===== config.mk =====
export PLATFORM = sky130hd
export DESIGN_NAME = ems_div
export DESIGN_NICKNAME = d
export VERILOG_FILES = /design/src/design/ems_pkg.sv /design/src/design/ems_div.sv
export SDC_FILE = /design/constraint.sdc
export NUM_CORES = 2
export LEC_CHECK = 0
export ABC_AREA = 1
export CORE_MARGIN = 2
export CORE_UTILIZATION = 55
export CTS_BUF_LIST = sky130_fd_sc_hd__clkbuf_8
export CTS_CLUSTER_DIAMETER = 100
export DETAILED_ROUTE_END_ITERATION = 16
export DONT_BUFFER_PORTS = 1
export HOLD_SLACK_MARGIN = 0.06
export PLACE_DENSITY = 0.76
export SYNTH_ARGS = -nofsm -noshare
export SYNTH_HDL_FRONTEND = slang
export SYNTH_SLANG_ARGS = --single-unit

===== constraint.sdc =====
create_clock -name clk_i -period 3.4 [get_ports clk_i]
set_clock_uncertainty 0.15 [all_clocks]
set_input_delay 0.17 -clock clk_i [delete_from_list [all_inputs] [get_ports clk_i]]
set_output_delay 0.17 -clock clk_i [all_outputs]
set_load 0.05 [all_outputs]

===== src/design/ems_pkg.sv =====
`timescale 1ns / 1ps
`default_nettype none
package ems_pkg;
  localparam int unsigned PosW = 24;
  localparam int unsigned TimeW = 32;
  localparam int unsigned FracW = 16;
  localparam int unsigned EaseW = 17;
  localparam int unsigned CfgIdxW = 3;

  localparam logic [CfgIdxW-1:0] RegStartPos = 3'd0;
  localparam logic [CfgIdxW-1:0] RegEndPos = 3'd1;
  localparam logic [CfgIdxW-1:0] RegStartMs = 3'd2;
  localparam logic [CfgIdxW-1:0] RegDuration = 3'd3;
  localparam logic [CfgIdxW-1:0] RegActive = 3'd4;

  // Selects which value an item finally takes.
  typedef enum logic [1:0] {
    SelEnd   = 2'd0,
    SelStart = 2'd1,
    SelBlend = 2'd2
  } pos_sel_e;

  typedef struct packed {
    logic signed [PosW-1:0] start_pos;
    logic signed [PosW-1:0] end_pos;
    pos_sel_e               sel;
    logic                   done;
  } item_ctl_t;
endpackage
`default_nettype wire


===== src/design/ems_div.sv =====
`timescale 1ns / 1ps
`default_nettype none
// Pipelined restoring divider: quotient bits of (elapsed << 16) / duration,
// one bit per stage. Elapsed is known to be below the duration, so the
// quotient has exactly 16 bits. Control travels alongside.
module ems_div (
  input  wire logic                           clk_i,
  input  wire logic                           rst_ni,
  input  wire logic                           en_i,
  input  wire logic                           valid_i,
  input  wire logic [ems_pkg::TimeW-1:0]      num_i,
  input  wire logic [ems_pkg::TimeW-1:0]      den_i,
  input  wire ems_pkg::item_ctl_t             ctl_i,
  output logic                                valid_o,
  output logic [ems_pkg::FracW-1:0]           quot_o,
  output ems_pkg::item_ctl_t                  ctl_o
);
  localparam int unsigned N = ems_pkg::FracW;
  localparam int unsigned RW = ems_pkg::TimeW + 1;

  logic [N:1]                   vld_q;
  logic [RW-1:0]                rem_q [1:N-1];
  logic [ems_pkg::TimeW-1:0]    den_q [1:N-1];
  logic [N-1:0]                 quo_q [1:N];
  ems_pkg::item_ctl_t           ctl_q [1:N];

  // One quotient bit per stage.
  for (genvar s = 0; s < N; s++) begin : g_stage
    logic                      vld_in;
    logic [RW-1:0]             rem_in;
    logic [ems_pkg::TimeW-1:0] den_in;
    logic [N-1:0]              quo_in;
    ems_pkg::item_ctl_t        ctl_in;
    logic [RW-1:0]             shifted;
    logic [RW-1:0]             diff;
    logic                      ge;

    // The first stage takes the item straight from the inputs.
    if (s == 0) begin : g_head
      assign vld_in = valid_i;
      assign rem_in = {1'b0, num_i};
      assign den_in = den_i;
      assign quo_in = '0;
      assign ctl_in = ctl_i;
    end else begin : g_body
      assign vld_in = vld_q[s];
      assign rem_in = rem_q[s];
      assign den_in = den_q[s];
      assign quo_in = quo_q[s];
      assign ctl_in = ctl_q[s];
    end

    assign shifted = {rem_in[RW-2:0], 1'b0};
    assign ge = shifted >= {1'b0, den_in};
    assign diff = shifted - {1'b0, den_in};

    always_ff @(posedge clk_i or negedge rst_ni) begin
      if (!rst_ni) begin
        vld_q[s+1] <= 1'b0;
      end else if (en_i) begin
        vld_q[s+1] <= vld_in;
      end
    end

    always_ff @(posedge clk_i) begin
      if (en_i) begin
        quo_q[s+1] <= {quo_in[N-2:0], ge};
        ctl_q[s+1] <= ctl_in;
      end
    end

    // The remainder and divisor are only needed by a following stage.
    if (s < N - 1) begin : g_carry
      always_ff @(posedge clk_i) begin
        if (en_i) begin
          rem_q[s+1] <= ge ? diff : shifted;
          den_q[s+1] <= den_in;
        end
      end
    end
  end

  assign valid_o = vld_q[N];
  assign quot_o = quo_q[N];
  assign ctl_o = ctl_q[N];
endmodule
`default_nettype wire


==> impl_metrics.env <==
export IMPL_slew_headroom_pct=12.82
export IMPL_first_iter_violations=7376
export IMPL_clkSlewWorstSetupHoldPaths_ps=70
export IMPL_synth_top_area_share_pct=54.70
export IMPL_grt_total_usage_pct=30.12
export IMPL_die_w_um=440.9
export IMPL_dieArea_um2=194400
export IMPL_met3_usage_pct=4.675
export IMPL_hold_viol_final=394
export IMPL_grt_pass1_vias=74735
export IMPL_cts_root_buf="clkbuf_8"
export IMPL_wire_per_inst_um=19.45
export IMPL_yosys_most_used_dff="edfxtp_1"
export IMPL_firstDrtPassIters=6
export IMPL_grt_busiest_layer="met2"
export IMPL_clock_latency_ps=1090
export IMPL_rr_worst_depth=13
export IMPL_totalWireLength_um=294700
export IMPL_rrSetupSlack_ps=240
export IMPL_syn_cell_area_um2=105000
export IMPL_reg2reg_from="den_q[0][230]$_DFFE_PP_"
export IMPL_cts_sinks=1928
export IMPL_fmax_mhz=294.5
export IMPL_h_tree_depth=5
export IMPL_yosys_warnings=0
export IMPL_hpwl_um=225400
export IMPL_whs_path_depth=0
export IMPL_whs_ps=-953.3
export IMPL_ys_ff_latch=1928
export IMPL_cp_start_kind="primary input"
export IMPL_areaGrowthSynthToFinish_pct=11.54
export IMPL_rsz0062_at_grt="no"
export IMPL_num_vias=78543
export IMPL_synth_cell_types=40
export IMPL_drv_slew=0
export IMPL_dieHeight_um=440.9
export IMPL_start_util_pct=55.25
export IMPL_tightest_slew_ps=1308
export IMPL_yosys_area_top_type="edfxtp_1"
export IMPL_period_needed_ps=3395
export IMPL_final_layout_size_suffix_gt1_share_pct=5.635
export IMPL_core_area_um2=190000
export IMPL_violations="hold timing"
export IMPL_period_share_pct=99.86
export IMPL_drv_cap=0
export IMPL_crit_arrival_ps=3980
export IMPL_antenna_left=0
export IMPL_synth_edf_count=1912
export IMPL_worstHoldEndpoint="ctl_q[0][85]$_DFFE_PP_"
export IMPL_num_nets_final=13050
export IMPL_gp_congestion=0.9812
export IMPL_num_rows=160
export IMPL_grt_use_met2_pct=46.92
export IMPL_holdCritStartpoint="en_i"
export IMPL_crit_fanout=24
export IMPL_pre_cts_slack_ps=-1111
export IMPL_finalWorstSetupSlack_ps=4.791
export IMPL_cts_buffers=326
export IMPL_gr_usage_met1_pct=42.82
export IMPL_worstSetupEndpointType="register"
export IMPL_ir_worst_vdd_mv=0.4903
export IMPL_antenna_found_initial=13
export IMPL_syn_inst=11818
export IMPL_yosysMostFrequentCell="nand2_1"
export IMPL_syn_num_nets=12463
export IMPL_hold_path_class="primary input to register"
export IMPL_required_ps=3990
export IMPL_synthArstFlopShare_pct=0.8299
export IMPL_seq_area_frac_synth_pct=55.08
export IMPL_grt_pass1_wl_um=441600
export IMPL_io_pins=187
export IMPL_power_density_nw_per_um2=834.6
export IMPL_synthTopCellsByArea="edfxtp_1 (55%), nand2_1 (16%), inv_1 (8.2%)"
export IMPL_cts_hold_buf=308
export IMPL_syn_mean_instance_area_um2=8.882
export IMPL_portBuffers=0
export IMPL_overflow=0
export IMPL_outcome="complete, but fails checks"
export IMPL_cellLeakagePower_uw=0.05648
export IMPL_cts_tree="yes"
export IMPL_finish_cell_count_without_fillers=15153
export IMPL_path_class="primary input to register"
export IMPL_ys_top_cells_by_count="nand2_1 (4,390), inv_1 (2,281), edfxtp_1 (1,912), nand3_1 (711), nor2_1 (580)"
export IMPL_grt_max_degree=275
export IMPL_ctsLongestPathBuffers=4
export IMPL_route_detailed_drc=0
export IMPL_via_per_inst=5.183
export IMPL_regToRegEndpoint="rem_q[8][15]$_DFFE_PP_"
export IMPL_finalSetupViolations=0
export IMPL_placed_cells_incl_taps=14276
-- cells by family after synthesis --
family / after synthesis / share of synthesized area (%)
buf+inv: 2418 / 9.215
compound gates: 397 / 1.958
simple gates: 6337 / 25.60
xor+xnor: 210 / 1.752
mux: 2 / 0.02145
fa+ha+maj: 526 / 6.377
flops: 1928 / 55.08
-- area by class of cell --
class                           count  area, um^2
Tap cell                         2511        3142
Antenna cell                        6       15.01
Timing Repair Buffer              388        3985
Clock inverter                    228        1481
Fill cell                       16074       72900
Clock buffer                      331        4556
Inverter                         2289        8602
Multi-Input combinational cell   7472       37490
Sequential cell                  1928       57820
-- report_power, final --
part | switching [uW] | leakage, uW | total [uW] | internal (uW)
Sequential | 3470 | 0.0189 | 35600 | 32100
Combinational | 28800 | 0.0342 | 42400 | 13500
Clock | 9350 | 0.00336 | 19800 | 10400
-- cell usage in the layout, fill, tap and decap left out, types with 49 or more instances in the layout --
master            n
buf_4            61
nor3_1          117
nand2_2          49
nand3_2          77
ha_1            511
inv_1          2365
nand2_1        4390
dlygate4sd3_1   308
nand3_1         711
clkbuf_8        331
nand3b_1        155
xor2_1          195
edfxtp_1       1912
a21oi_1         338
and2_1          127
nor2_1          580
clkinv_1         68
-- registers in the layout, summed over array words and instances (netlist names) --
name and count:
quo_q 136, g_stage.vld_in 15, valid_o 1, ctl_q 816, den_q 480, rem_q 480
-- routing by layer --
layer / share of wire, % / wire, um
met4: 3.8 / 11190
met1: 45 / 132900
met3: 6.6 / 19550
met2: 44 / 131000
met5: 0.027 / 79
-- how the worst max path moves through the flow --
stage	startpoint	end	slack [ps]	depth (start not counted)
floorplan	rem_q[1][5]$_DFFE_PP_	rem_q[2][24]$_DFFE_PP_	1280	13
global placement	en_i	rem_q[15][22]$_DFFE_PP_	-980	4
detailed placement	en_i	den_q[1][218]$_DFFE_PP_	-1110	4
CTS	en_i	den_q[1][212]$_DFFE_PP_	9	4
global route	en_i	den_q[1][184]$_DFFE_PP_	6	4
finish	den_i[0]	rem_q[1][5]$_DFFE_PP_	5	14
-- per-stage QoR --
| stage | hold slack (ps) | power [uW] | cell area [um^2] | util, % | TNS [ps] |
|---|---|---|---|---|---|
| 4_1_cts | -1064 | 97400 | 117000 | 61.58 | 0 |
| 2_1_floorplan | -275.6 | 63550 | 105000 | - | 0 |
| 3_3_place_gp | -275.3 | 76530 | 107900 | 56.78 | -216330 |
| 5_1_grt | -1038 | 104500 | 117100 | 61.63 | 0 |
| 6_report | -953.3 | 97720 | 117100 | 61.63 | 0 |
| 3_5_place_dp | -275.4 | 77000 | 107900 | 56.78 | -280330 |
-- critical path, stage by stage --
cell,delay [ps]
dlygate4sd3_1,550
dlygate4sd3_1,620
inv_1,190
ha_1,180
nand4_1,280
nor3_2,250
nand2_1,80
nand2_1,100
nor2_4,50
buf_6,190
nand3_1,100
dlygate4sd3_1,560
nand2_1,80
dlygate4sd3_1,570
-- repair_timing --
| action | in CTS | in global routing |
|---|---|---|
| resized for setup | 0 | 2 |
| endpoints found under the setup margin | 0 | 250 |
| setup buffers | 0 | 2 |
| hold endpoints to repair | 629 | 481 |
Note: power is estimated with default switching activity, not from simulation.
